## config.mk

```make
export PLATFORM = sky130hd
export DESIGN_NAME = raw_pixel_assemble_rotate_flat
export DESIGN_NICKNAME = d
export VERILOG_FILES = /design/src/rtl/rpar_pkg.sv /design/src/rtl/rpar_ifs.sv /design/src/rtl/rpar_cfg.sv /design/src/rtl/rpar_core.sv /design/src/rtl/raw_pixel_assemble_rotate.sv /design/src/flat_wrapper.sv
export SDC_FILE = /design/constraint.sdc
export NUM_CORES = 1
export LEC_CHECK = 0
export ABC_AREA = 1
export BUFFER_PORTS_ARGS = -buffer_cell sky130_fd_sc_hd__buf_2
export CAP_MARGIN = 20
export CORE_UTILIZATION = 35
export DETAILED_ROUTE_END_ITERATION = 6
export GPL_TIMING_DRIVEN = 0
export PLACE_DENSITY = 0.59
export SLEW_MARGIN = 20
export SYNTH_ARGS = -nofsm -noshare
export SYNTH_HDL_FRONTEND = slang
export SYNTH_SLANG_ARGS = --single-unit
```

## constraint.sdc

```tcl
create_clock -name clk -period 7.6 [get_ports clk]
set_input_delay 0 -clock clk [delete_from_list [all_inputs] [get_ports clk]]
set_output_delay 0 -clock clk [all_outputs]
set_load 0.01 [all_outputs]
```

## src/rtl/rpar_pkg.sv

```systemverilog
// Package for the raw pixel assemble and rotate block: register indexes, rotation codes,
// limits, the configuration bundle type and the range clamp functions.
// No dependencies.
package rpar_pkg;

    localparam int unsigned MAX_DIM             = 4096;
    localparam int unsigned MAX_SLICES          = 1024;
    localparam int unsigned MAX_BYTES_PER_PIXEL = 4;

    localparam int unsigned DIM_W   = 13;  // holds 1..MAX_DIM
    localparam int unsigned IDX_W   = 12;  // holds 0..MAX_DIM-1
    localparam int unsigned NSL_W   = 11;  // holds 1..MAX_SLICES
    localparam int unsigned SLC_W   = 10;  // holds 0..MAX_SLICES-1
    localparam int unsigned BPP_W   = 3;
    localparam int unsigned POS_W   = 2;
    localparam int unsigned HDR_W   = 16;
    localparam int unsigned PIX_W   = 32;
    localparam int unsigned ADDR_W  = 5;
    localparam int unsigned DATA_W  = 32;

    typedef enum logic [2:0] {
        REG_HEADER_BYTES    = 3'd0,
        REG_BYTES_PER_PIXEL = 3'd1,
        REG_LITTLE_ENDIAN   = 3'd2,
        REG_IMAGE_WIDTH     = 3'd3,
        REG_IMAGE_HEIGHT    = 3'd4,
        REG_SLICE_TOTAL     = 3'd5,
        REG_ROTATION        = 3'd6
    } reg_index_t;

    typedef enum logic [1:0] {
        ROT_90  = 2'd0,
        ROT_180 = 2'd1,
        ROT_270 = 2'd2,
        ROT_ALT = 2'd3   // unused code, behaves as 90 degrees
    } rotation_t;

    // Effective settings handed from the register file to the datapath.
    typedef struct packed {
        logic [BPP_W-1:0] bpp;           // 1..4
        logic             little_endian;
        logic [DIM_W-1:0] width;         // 1..MAX_DIM
        logic [DIM_W-1:0] height;        // 1..MAX_DIM
        logic [NSL_W-1:0] slices;        // 1..MAX_SLICES
        rotation_t        rotation;
        logic             header_load;   // pulse on a header_bytes write
        logic [HDR_W-1:0] header_value;
    } cfg_t;

    function automatic logic [DIM_W-1:0] clamp_dim(input logic [DIM_W-1:0] v);
        logic [DIM_W-1:0] r;
        if (v == '0)
            r = DIM_W'(1);
        else if (v > DIM_W'(MAX_DIM))
            r = DIM_W'(MAX_DIM);
        else
            r = v;
        return r;
    endfunction

    function automatic logic [NSL_W-1:0] clamp_slices(input logic [NSL_W-1:0] v);
        logic [NSL_W-1:0] r;
        if (v == '0)
            r = NSL_W'(1);
        else if (v > NSL_W'(MAX_SLICES))
            r = NSL_W'(MAX_SLICES);
        else
            r = v;
        return r;
    endfunction

    function automatic logic [BPP_W-1:0] clamp_bpp(input logic [BPP_W-1:0] v);
        logic [BPP_W-1:0] r;
        if (v == '0)
            r = BPP_W'(1);
        else if (v > BPP_W'(MAX_BYTES_PER_PIXEL))
            r = BPP_W'(MAX_BYTES_PER_PIXEL);
        else
            r = v;
        return r;
    endfunction

endpackage

```

## src/rtl/rpar_ifs.sv

```systemverilog
// Stream interfaces of the raw pixel assemble and rotate block: the byte input channel
// and the pixel output channel. Depends on rpar_pkg.
interface rpar_byte_if;
    logic       valid;
    logic       ready;
    logic [7:0] data_byte;

    modport source (output valid, output data_byte, input ready);
    modport sink   (input valid, input data_byte, output ready);
endinterface

interface rpar_pix_if;
    logic                              valid;
    logic                              ready;
    logic [rpar_pkg::PIX_W-1:0]        pixel_value;
    logic [rpar_pkg::SLC_W-1:0]        dest_slice;
    logic [rpar_pkg::IDX_W-1:0]        dest_outer;
    logic [rpar_pkg::IDX_W-1:0]        dest_inner;
    logic                              last_pixel;

    modport source (output valid, output pixel_value, output dest_slice, output dest_outer,
                    output dest_inner, output last_pixel, input ready);
    modport sink   (input valid, input pixel_value, input dest_slice, input dest_outer,
                    input dest_inner, input last_pixel, output ready);
endinterface

```

## src/rtl/rpar_cfg.sv

```systemverilog
// APB-style configuration register file of the raw pixel assemble and rotate block.
// Depends on rpar_pkg.
module rpar_cfg
(
    input  logic                          clk,
    input  logic                          rst_n,
    input  logic                          psel,
    input  logic                          penable,
    input  logic                          pwrite,
    input  logic [rpar_pkg::ADDR_W-1:0]   paddr,
    input  logic [rpar_pkg::DATA_W-1:0]   pwdata,
    output logic [rpar_pkg::DATA_W-1:0]   prdata,
    output logic                          pready,
    output rpar_pkg::cfg_t                cfg
);

    logic [rpar_pkg::HDR_W-1:0] header_bytes_reg;
    logic [rpar_pkg::BPP_W-1:0] bytes_per_pixel_reg;
    logic                       little_endian_reg;
    logic [rpar_pkg::DIM_W-1:0] image_width_reg;
    logic [rpar_pkg::DIM_W-1:0] image_height_reg;
    logic [rpar_pkg::NSL_W-1:0] slice_total_reg;
    logic [1:0]                 rotation_reg;

    logic                       wr_en;
    rpar_pkg::reg_index_t       reg_sel;

    assign pready  = 1'b1;
    assign wr_en   = psel && penable && pwrite && pready;
    assign reg_sel = rpar_pkg::reg_index_t'(paddr[rpar_pkg::ADDR_W-1:2]);

    always_ff @(posedge clk or negedge rst_n)
    begin
        if (!rst_n)
        begin
            header_bytes_reg    <= '0;
            bytes_per_pixel_reg <= rpar_pkg::BPP_W'(2);
            little_endian_reg   <= 1'b0;
            image_width_reg     <= rpar_pkg::DIM_W'(512);
            image_height_reg    <= rpar_pkg::DIM_W'(512);
            slice_total_reg     <= rpar_pkg::NSL_W'(1);
            rotation_reg        <= rpar_pkg::ROT_90;
        end
        else if (wr_en)
        begin
            case (reg_sel)
                rpar_pkg::REG_HEADER_BYTES:    header_bytes_reg    <= pwdata[rpar_pkg::HDR_W-1:0];
                rpar_pkg::REG_BYTES_PER_PIXEL: bytes_per_pixel_reg <= pwdata[rpar_pkg::BPP_W-1:0];
                rpar_pkg::REG_LITTLE_ENDIAN:   little_endian_reg   <= pwdata[0];
                rpar_pkg::REG_IMAGE_WIDTH:     image_width_reg     <= pwdata[rpar_pkg::DIM_W-1:0];
                rpar_pkg::REG_IMAGE_HEIGHT:    image_height_reg    <= pwdata[rpar_pkg::DIM_W-1:0];
                rpar_pkg::REG_SLICE_TOTAL:     slice_total_reg     <= pwdata[rpar_pkg::NSL_W-1:0];
                rpar_pkg::REG_ROTATION:        rotation_reg        <= pwdata[1:0];
                default:                       ;
            endcase
        end
    end

    always_comb
    begin
        case (reg_sel)
            rpar_pkg::REG_HEADER_BYTES:    prdata = rpar_pkg::DATA_W'(header_bytes_reg);
            rpar_pkg::REG_BYTES_PER_PIXEL: prdata = rpar_pkg::DATA_W'(bytes_per_pixel_reg);
            rpar_pkg::REG_LITTLE_ENDIAN:   prdata = rpar_pkg::DATA_W'(little_endian_reg);
            rpar_pkg::REG_IMAGE_WIDTH:     prdata = rpar_pkg::DATA_W'(image_width_reg);
            rpar_pkg::REG_IMAGE_HEIGHT:    prdata = rpar_pkg::DATA_W'(image_height_reg);
            rpar_pkg::REG_SLICE_TOTAL:     prdata = rpar_pkg::DATA_W'(slice_total_reg);
            rpar_pkg::REG_ROTATION:        prdata = rpar_pkg::DATA_W'(rotation_reg);
            default:                       prdata = '0;
        endcase
    end

    // The datapath sees clamped values; the raw values stay readable.
    always_comb
    begin
        cfg.bpp           = rpar_pkg::clamp_bpp(bytes_per_pixel_reg);
        cfg.little_endian = little_endian_reg;
        cfg.width         = rpar_pkg::clamp_dim(image_width_reg);
        cfg.height        = rpar_pkg::clamp_dim(image_height_reg);
        cfg.slices        = rpar_pkg::clamp_slices(slice_total_reg);
        cfg.rotation      = rpar_pkg::rotation_t'(rotation_reg);
        cfg.header_load   = wr_en && (reg_sel == rpar_pkg::REG_HEADER_BYTES);
        cfg.header_value  = pwdata[rpar_pkg::HDR_W-1:0];
    end

endmodule

```

## src/rtl/rpar_core.sv

```systemverilog
// Datapath of the raw pixel assemble and rotate block: header skip, byte packing,
// source counters, rotated address and the output register. Depends on rpar_pkg, rpar_ifs.
module rpar_core
(
    input  logic               clk,
    input  logic               rst_n,
    input  rpar_pkg::cfg_t     cfg,
    rpar_byte_if.sink          byte_stream,
    rpar_pix_if.source         pixel_stream
);

    localparam int unsigned PIX_W = rpar_pkg::PIX_W;
    localparam int unsigned IDX_W = rpar_pkg::IDX_W;
    localparam int unsigned SLC_W = rpar_pkg::SLC_W;

    logic [rpar_pkg::HDR_W-1:0] header_left_reg,  header_left_next;
    logic [rpar_pkg::POS_W-1:0] byte_position_reg, byte_position_next;
    logic [PIX_W-1:0]           pixel_accum_reg,  pixel_accum_next;
    logic [SLC_W-1:0]           slice_count_reg,  slice_count_next;
    logic [IDX_W-1:0]           outer_count_reg,  outer_count_next;
    logic [IDX_W-1:0]           inner_count_reg,  inner_count_next;
    logic                       finished_reg,     finished_next;

    logic                       out_valid_reg,    out_valid_next;
    logic [PIX_W-1:0]           out_pixel_reg;
    logic [SLC_W-1:0]           out_slice_reg;
    logic [IDX_W-1:0]           out_outer_reg;
    logic [IDX_W-1:0]           out_inner_reg;
    logic                       out_last_reg;

    logic                       accept;
    logic                       in_payload;
    logic                       pixel_done;
    logic                       will_emit;
    logic                       emit;
    logic [PIX_W-1:0]           accum_base;
    logic [PIX_W-1:0]           accum_le;
    logic [IDX_W-1:0]           w_m1;
    logic [IDX_W-1:0]           h_m1;
    logic [IDX_W-1:0]           d_outer;
    logic [IDX_W-1:0]           d_inner;
    logic                       inner_wrap;
    logic                       outer_wrap;
    logic                       slice_wrap;

    // The decision to emit depends on state only, so bytes that cannot produce a pixel
    // keep flowing while a finished pixel waits downstream.
    assign in_payload = !finished_reg && (header_left_reg == '0);
    assign pixel_done = ({1'b0, byte_position_reg} + 3'd1) >= cfg.bpp;
    assign will_emit  = in_payload && pixel_done;

    assign byte_stream.ready = !will_emit || !out_valid_reg || pixel_stream.ready;
    assign accept            = byte_stream.valid && byte_stream.ready;
    assign emit              = accept && will_emit;

    assign accum_base = (byte_position_reg == '0) ? '0 : pixel_accum_reg;
    assign accum_le   = accum_base
                      | (PIX_W'(byte_stream.data_byte) << {byte_position_reg, 3'b000});

    assign w_m1 = IDX_W'(cfg.width  - rpar_pkg::DIM_W'(1));
    assign h_m1 = IDX_W'(cfg.height - rpar_pkg::DIM_W'(1));

    always_comb
    begin
        case (cfg.rotation)
            rpar_pkg::ROT_180:
            begin
                d_outer = w_m1 - outer_count_reg;
                d_inner = h_m1 - inner_count_reg;
            end
            rpar_pkg::ROT_270:
            begin
                d_outer = inner_count_reg;
                d_inner = w_m1 - outer_count_reg;
            end
            default:
            begin
                d_outer = h_m1 - inner_count_reg;
                d_inner = outer_count_reg;
            end
        endcase
    end

    assign inner_wrap = ({1'b0, inner_count_reg} + rpar_pkg::DIM_W'(1)) >= cfg.height;
    assign outer_wrap = ({1'b0, outer_count_reg} + rpar_pkg::DIM_W'(1)) >= cfg.width;
    assign slice_wrap = ({1'b0, slice_count_reg} + rpar_pkg::NSL_W'(1)) >= cfg.slices;

    always_comb
    begin
        header_left_next   = header_left_reg;
        byte_position_next = byte_position_reg;
        pixel_accum_next   = pixel_accum_reg;
        slice_count_next   = slice_count_reg;
        outer_count_next   = outer_count_reg;
        inner_count_next   = inner_count_reg;
        finished_next      = finished_reg;

        if (accept && !finished_reg)
        begin
            if (header_left_reg != '0)
            begin
                header_left_next = header_left_reg - rpar_pkg::HDR_W'(1);
            end
            else
            begin
                pixel_accum_next = cfg.little_endian ? accum_le
                                 : {accum_base[PIX_W-9:0], byte_stream.data_byte};
                if (!pixel_done)
                begin
                    byte_position_next = byte_position_reg + rpar_pkg::POS_W'(1);
                end
                else
                begin
                    byte_position_next = '0;
                    if (!inner_wrap)
                    begin
                        inner_count_next = inner_count_reg + IDX_W'(1);
                    end
                    else
                    begin
                        inner_count_next = '0;
                        if (!outer_wrap)
                        begin
                            outer_count_next = outer_count_reg + IDX_W'(1);
                        end
                        else
                        begin
                            outer_count_next = '0;
                            if (!slice_wrap)
                            begin
                                slice_count_next = slice_count_reg + SLC_W'(1);
                            end
                            else
                            begin
                                slice_count_next = '0;
                                finished_next    = 1'b1;
                            end
                        end
                    end
                end
            end
        end

        // A header_bytes write restarts the skip count.
        if (cfg.header_load)
        begin
            header_left_next = cfg.header_value;
        end
    end

    always_comb
    begin
        if (emit)
            out_valid_next = 1'b1;
        else if (pixel_stream.ready)
            out_valid_next = 1'b0;
        else
            out_valid_next = out_valid_reg;
    end

    always_ff @(posedge clk or negedge rst_n)
    begin
        if (!rst_n)
        begin
            header_left_reg   <= '0;
            byte_position_reg <= '0;
            pixel_accum_reg   <= '0;
            slice_count_reg   <= '0;
            outer_count_reg   <= '0;
            inner_count_reg   <= '0;
            finished_reg      <= 1'b0;
            out_valid_reg     <= 1'b0;
        end
        else
        begin
            header_left_reg   <= header_left_next;
            byte_position_reg <= byte_position_next;
            pixel_accum_reg   <= pixel_accum_next;
            slice_count_reg   <= slice_count_next;
            outer_count_reg   <= outer_count_next;
            inner_count_reg   <= inner_count_next;
            finished_reg      <= finished_next;
            out_valid_reg     <= out_valid_next;
        end
    end

    always_ff @(posedge clk)
    begin
        if (emit)
        begin
            out_pixel_reg <= pixel_accum_next;
            out_slice_reg <= slice_count_reg;
            out_outer_reg <= d_outer;
            out_inner_reg <= d_inner;
            out_last_reg  <= inner_wrap && outer_wrap && slice_wrap;
        end
    end

    assign pixel_stream.valid       = out_valid_reg;
    assign pixel_stream.pixel_value = out_pixel_reg;
    assign pixel_stream.dest_slice  = out_slice_reg;
    assign pixel_stream.dest_outer  = out_outer_reg;
    assign pixel_stream.dest_inner  = out_inner_reg;
    assign pixel_stream.last_pixel  = out_last_reg;

endmodule

```

## src/rtl/raw_pixel_assemble_rotate.sv

```systemverilog
// Top level of the raw pixel assemble and rotate block.
// Depends on rpar_pkg, rpar_ifs, rpar_cfg and rpar_core.

// The block takes a raw image file one byte per transaction, skips header_bytes
// leading bytes, packs every bytes_per_pixel bytes (1 to 4, first byte most significant
// unless little_endian is set) into a 32-bit pixel, and emits each pixel with its slice
// index and its row and column after a clockwise rotation of 90, 180 or 270 degrees.
// Source order is inner index fastest (image_height), then outer index (image_width),
// then slice. The pixel that closes the last slice carries last_pixel; after it every
// byte is accepted and dropped until reset. Throughput is one byte per clock: each byte
// passes the skip counter, the packing shifter and the counter update combinationally,
// and a finished pixel lands in one output register in the cycle after its last byte.
// While that register holds a pixel the downstream side has not taken, bytes that do
// not complete a pixel are still accepted; only a byte that would complete one waits.
// Configuration is written through the APB port while the stream is idle, a rule for
// the user that the block does not enforce; writing header_bytes restarts the header
// skip, the pixel counters are kept otherwise. Register map (byte addresses):
// 0x00 header_bytes, 0x04 bytes_per_pixel, 0x08 little_endian, 0x0C image_width,
// 0x10 image_height, 0x14 slice_total, 0x18 rotation.
module raw_pixel_assemble_rotate
(
    input  logic                          clk,
    input  logic                          rst_n,
    rpar_byte_if.sink                     byte_stream,
    rpar_pix_if.source                    pixel_stream,
    input  logic                          psel,
    input  logic                          penable,
    input  logic                          pwrite,
    input  logic [rpar_pkg::ADDR_W-1:0]   paddr,
    input  logic [rpar_pkg::DATA_W-1:0]   pwdata,
    output logic [rpar_pkg::DATA_W-1:0]   prdata,
    output logic                          pready
);

    // Clamped settings and the header reload pulse travel as one bundle.
    rpar_pkg::cfg_t cfg;

    rpar_cfg u_cfg
    (
        .clk     (clk),
        .rst_n   (rst_n),
        .psel    (psel),
        .penable (penable),
        .pwrite  (pwrite),
        .paddr   (paddr),
        .pwdata  (pwdata),
        .prdata  (prdata),
        .pready  (pready),
        .cfg     (cfg)
    );

    // All per-byte work happens here between the state registers and the output register.
    rpar_core u_core
    (
        .clk          (clk),
        .rst_n        (rst_n),
        .cfg          (cfg),
        .byte_stream  (byte_stream),
        .pixel_stream (pixel_stream)
    );

endmodule

```

## src/flat_wrapper.sv

```systemverilog
// flat-port wrapper written by rule: the top's interface ports become plain ports
module raw_pixel_assemble_rotate_flat 
  (clk, rst_n, psel, penable, pwrite, paddr, pwdata, prdata, pready, byte_stream_valid, byte_stream_data_byte, byte_stream_ready, pixel_stream_valid, pixel_stream_pixel_value, pixel_stream_dest_slice, pixel_stream_dest_outer, pixel_stream_dest_inner, pixel_stream_last_pixel, pixel_stream_ready);
  rpar_byte_if byte_stream_i ();
  rpar_pix_if pixel_stream_i ();
  input  logic clk;
  input  logic rst_n;
  input  logic psel;
  input  logic penable;
  input  logic pwrite;
  input  logic [rpar_pkg::ADDR_W-1:0] paddr;
  input  logic [rpar_pkg::DATA_W-1:0] pwdata;
  output logic [rpar_pkg::DATA_W-1:0] prdata;
  output logic pready;
  input wire logic [$bits(byte_stream_i.valid)-1:0] byte_stream_valid;
  input wire logic [$bits(byte_stream_i.data_byte)-1:0] byte_stream_data_byte;
  output wire logic [$bits(byte_stream_i.ready)-1:0] byte_stream_ready;
  output wire logic [$bits(pixel_stream_i.valid)-1:0] pixel_stream_valid;
  output wire logic [$bits(pixel_stream_i.pixel_value)-1:0] pixel_stream_pixel_value;
  output wire logic [$bits(pixel_stream_i.dest_slice)-1:0] pixel_stream_dest_slice;
  output wire logic [$bits(pixel_stream_i.dest_outer)-1:0] pixel_stream_dest_outer;
  output wire logic [$bits(pixel_stream_i.dest_inner)-1:0] pixel_stream_dest_inner;
  output wire logic [$bits(pixel_stream_i.last_pixel)-1:0] pixel_stream_last_pixel;
  input wire logic [$bits(pixel_stream_i.ready)-1:0] pixel_stream_ready;
  assign byte_stream_i.valid = byte_stream_valid;
  assign byte_stream_i.data_byte = byte_stream_data_byte;
  assign byte_stream_ready = byte_stream_i.ready;
  assign pixel_stream_valid = pixel_stream_i.valid;
  assign pixel_stream_pixel_value = pixel_stream_i.pixel_value;
  assign pixel_stream_dest_slice = pixel_stream_i.dest_slice;
  assign pixel_stream_dest_outer = pixel_stream_i.dest_outer;
  assign pixel_stream_dest_inner = pixel_stream_i.dest_inner;
  assign pixel_stream_last_pixel = pixel_stream_i.last_pixel;
  assign pixel_stream_i.ready = pixel_stream_ready;
  raw_pixel_assemble_rotate u_core (.clk(clk), .rst_n(rst_n), .byte_stream(byte_stream_i), .pixel_stream(pixel_stream_i), .psel(psel), .penable(penable), .pwrite(pwrite), .paddr(paddr), .pwdata(pwdata), .prdata(prdata), .pready(pready));
endmodule
```

==> impl_metrics.py <==
metrics = {
    "outcome": {
        "status": "finished, violations left",
        "violations": "negative hold slack",
    },
    "setup_path": {
        "crit_end": "u_core.u_core.inner_count_reg[0]",
        "crit_slowest_cell": "clkinv_4",
        "critPathRequiredTime_ns": 8.02,
        "rrSetupSlack_ns": 3.70,
        "slowest_delay_ns": 0.48,
        "cp_max_fo": 75,
        "arrival_ns": 4.32,
        "cp-startpoint": "u_core.u_core.byte_position_reg[0]",
        "path_class": "reg -> reg",
        "end_kind": "register",
        "start_kind": "register",
        "reg2reg_to": "u_core.u_core.inner_count_reg[0]",
        "path_cells": "buf_2 -> clkinv_1 -> clkbuf_1 -> ha_1 -> ha_1 -> nand2_1 -> inv_1 -> a21oi_1 -> inv_1 -> nand4_4 -> clkinv_4 -> nand2_2 -> o21ai_0",
        "worstRegToRegCells": 13,
        "r2r-start": "u_core.u_core.byte_position_reg[0]",
    },
    "global_route": {
        "overflow": 0,
        "track_usage_pct": 20.3,
        "antenna_found_initial": 0,
        "grt_max_degree": 78,
        "grt_pass1_vias": 11400,
        "grt_pass1_wl_um": 61000,
    },
    "die": {
        "die_w_um": 195,
        "io_pins": 154,
        "die-height_um": 195,
        "fp-row-count": 70,
        "core_um2": 36600,
        "start_util_pct": 35.6,
        "die-area_um2": 38000,
    },
    "cells_and_area": {
        "layout_commonest_cell": "nand2_1",
        "fin_util_pct": 42.2,
        "n_antenna_cell": 0,
        "final_cell_area_um2": 15500,
        "layout.cells.non_filler": 2344,
        "drive_gt1_share_pct": 11.7,
        "nNetsFinal": 1983,
        "mostFrequentLayoutCells": "nand2_1 (430), inv_1 (227), dfrtp_1 (141)",
        "area_delta_synth_final_pct": 18.7,
    },
    "run": {
        "cap_violations": 0,
    },
    "placed_design": {
        "placed_area_um2": 14300,
        "dpl.cell_count": 2266,
        "place_congestion": 0.918,
        "io_buffers": 118,
        "dpl.hpwl_um": 29600,
    },
    "timing": {
        "clock.fmax_ghz": 0.257,
        "rsz0062_at_grt": "false",
        "setup_viol": 0,
        "whs_ns": -0.0100,
        "tightest_slew_ns": 0.755,
        "hold_viol": 2,
        "fin_setup_tns_ns": 0,
        "finalClockSkew_ns": 0.0164,
        "slew_violations": 0,
        "relSlewSlack_pct": 49.6,
        "layout_min_cycle_time_ns": 3.90,
        "timing.final.crit_share_pct": 51.3,
    },
    "clocking": {
        "clock_sinks": 212,
        "clk_path_buf_depth": 3,
        "tritoncts": "yes",
        "numCtsBuffers": 26,
        "post-cts-setup-buffers": 0,
        "cts_resized": 0,
        "clk_latency_ns": 0.55,
        "path_clk_slew_ns": 0.06,
        "cts_max_level": 1,
        "cts_root_buf": "clkbuf_16",
    },
    "routing": {
        "ant_nets": 0,
        "viasPerCell": 5.07,
        "vias": 11900,
        "routedWlPerCell_um": 16.5,
        "drt-initial-drc-count": 873,
        "drc": 0,
        "firstDrtPassIters": 5,
        "wirelength_um": 38700,
    },
    "worst_hold_path": {
        "worst_hold_path_type": "in -> async",
    },
    "yosys": {
        "synthCells": 1664,
        "yosysWarnings": 0,
        "async_flop_share_pct": 68.4,
        "ys_seq_elements": 212,
        "synth_edf_count": 67,
        "ys.flop_type": "dfrtp_1",
        "syn_area_per_cell_um2": 7.82,
        "syn_area_um2": 13000,
        "yosysSeqAreaShare_pct": 43.4,
        "synth.distinct_cells": 50,
    },
    "power_and_ir_drop": {
        "power.leakage_nw": 7.39,
        "peakVddDrop_uv": 175,
        "cellPowerDensity_nw_per_um2": 235,
    },
}
-- what timing repair did --
action / CTS / global route
endpoints found under the setup margin: 0 / 0
hold buffers: 30 / 0
hold endpoints to repair: 241 / 0
-- how the worst min path moves through the flow --
stage          startpoint                                  end  slack [ns]  cells past startpoint
6_report            rst_n     u_core.u_core.inner_count_reg[1]       -0.01                      2
5_1_grt             rst_n     u_core.u_core.inner_count_reg[1]        0.06                      2
4_1_cts             rst_n     u_core.u_core.inner_count_reg[1]        0.03                      2
3_5_place_dp        rst_n     u_core.u_core.inner_count_reg[1]        0.01                      1
3_3_place_gp   pwdata[14]    u_core.u_cfg.header_bytes_reg[14]        0.25                      3
2_1_floorplan       rst_n  u_core.u_cfg.bytes_per_pixel_reg[0]       -0.30                      0
-- metrics by stage --
stage / hold WS, ns / setup WS, ns / total power [mW]
3_3_place_gp: 0.250 / 3.09 / 2.37
3_5_place_dp: 0.0145 / 3.70 / 2.39
5_1_grt: 0.0559 / 3.35 / 3.85
4_1_cts: 0.0314 / 3.68 / 3.66
6_report: -0.0100 / 3.70 / 3.63
2_1_floorplan: -0.296 / 4.15 / 2.08
-- kinds of logic (layout without fill, tap and decap cells) --
logic type | Yosys count | count (layout) | share of synthesized area [%]
adder cells (fa/ha/maj) | 75 | 75 | 7.32
flip-flops | 212 | 212 | 43.4
other | 2 | 17 | 0.0577
AND/OR/NAND/NOR | 738 | 738 | 24.1
multiplexers | 2 | 2 | 0.173
XOR/XNOR | 32 | 32 | 2.15
buffers and inverters | 303 | 500 | 9.53
AO/OA/AOI/OAI | 300 | 300 | 13.3
-- critical path, delay by kind of cell, from the launching register on --
kind,cells,cell delay [ns]
buffers and inverters,6,1.49
adder cells (fa/ha/maj),2,0.69
AO/OA/AOI/OAI,2,0.38
AND/OR/NAND/NOR,3,0.71
flip-flops,1,0.38
-- synth_stat cells, types with 2 or more instances --
cell type	n	area share, %
buf_2	9	0.35
a21o_1	6	0.35
a32o_1	8	0.62
edfxtp_1	67	15
or2_2	4	0.19
nor2_4	6	0.52
inv_1	227	6.5
nor2_2	3	0.14
mux2_2	2	0.17
nor3_1	13	0.50
a221oi_1	4	0.27
clkinv_1	5	0.14
o22ai_1	5	0.24
o211ai_1	8	0.46
xor2_1	29	2.0
fa_1	2	0.31
nor2_1	115	3.3
inv_2	2	0.058
o2111ai_1	9	0.61
nand3_1	133	5.1
a21oi_1	85	3.3
a31oi_1	19	0.91
o21bai_1	9	0.52
buf_1	5	0.14
nand3b_1	4	0.23
xnor2_1	3	0.20
nand4_1	14	0.67
nor4_1	8	0.38
o221ai_1	2	0.13
buf_6	3	0.26
nand2_1	430	12
conb_1	2	0.058
dfstp_2	4	0.81
nand2_2	3	0.14
a22o_1	8	0.54
ha_1	73	7.0
o21ai_0	122	4.7
clkbuf_1	33	0.95
o21ai_1	12	0.46
buf_4	18	1.0
dfrtp_1	141	27
-- power by group --
group          total (mW)  internal (mW)  switching [mW]
Sequential           1.37           1.29          0.0767
Combinational        1.03          0.353           0.677
Clock                1.23          0.734           0.498
-- layer usage --
layer	part of all wire, %	wire [um]	track usage (%)	vias to the layer above
li1	-	-	-	5852
met1	45	17500	27.7	5589
met2	46	17800	32.5	358
met3	5.8	2260	3.19	81
met4	3.0	1180	7.17	0
met5	0	0	0	-
-- layout make-up --
cell class	instances	area (um^2)
fillers	3804	21200
multi-input cells	1164	6190
flip-flops and latches	212	5650
repair buffers	149	928
inverters	235	887
clock buffers	38	767
well taps	468	586
plain buffers	68	357
clock inverters	10	93.8
Power figures use the tool's default switching activity.
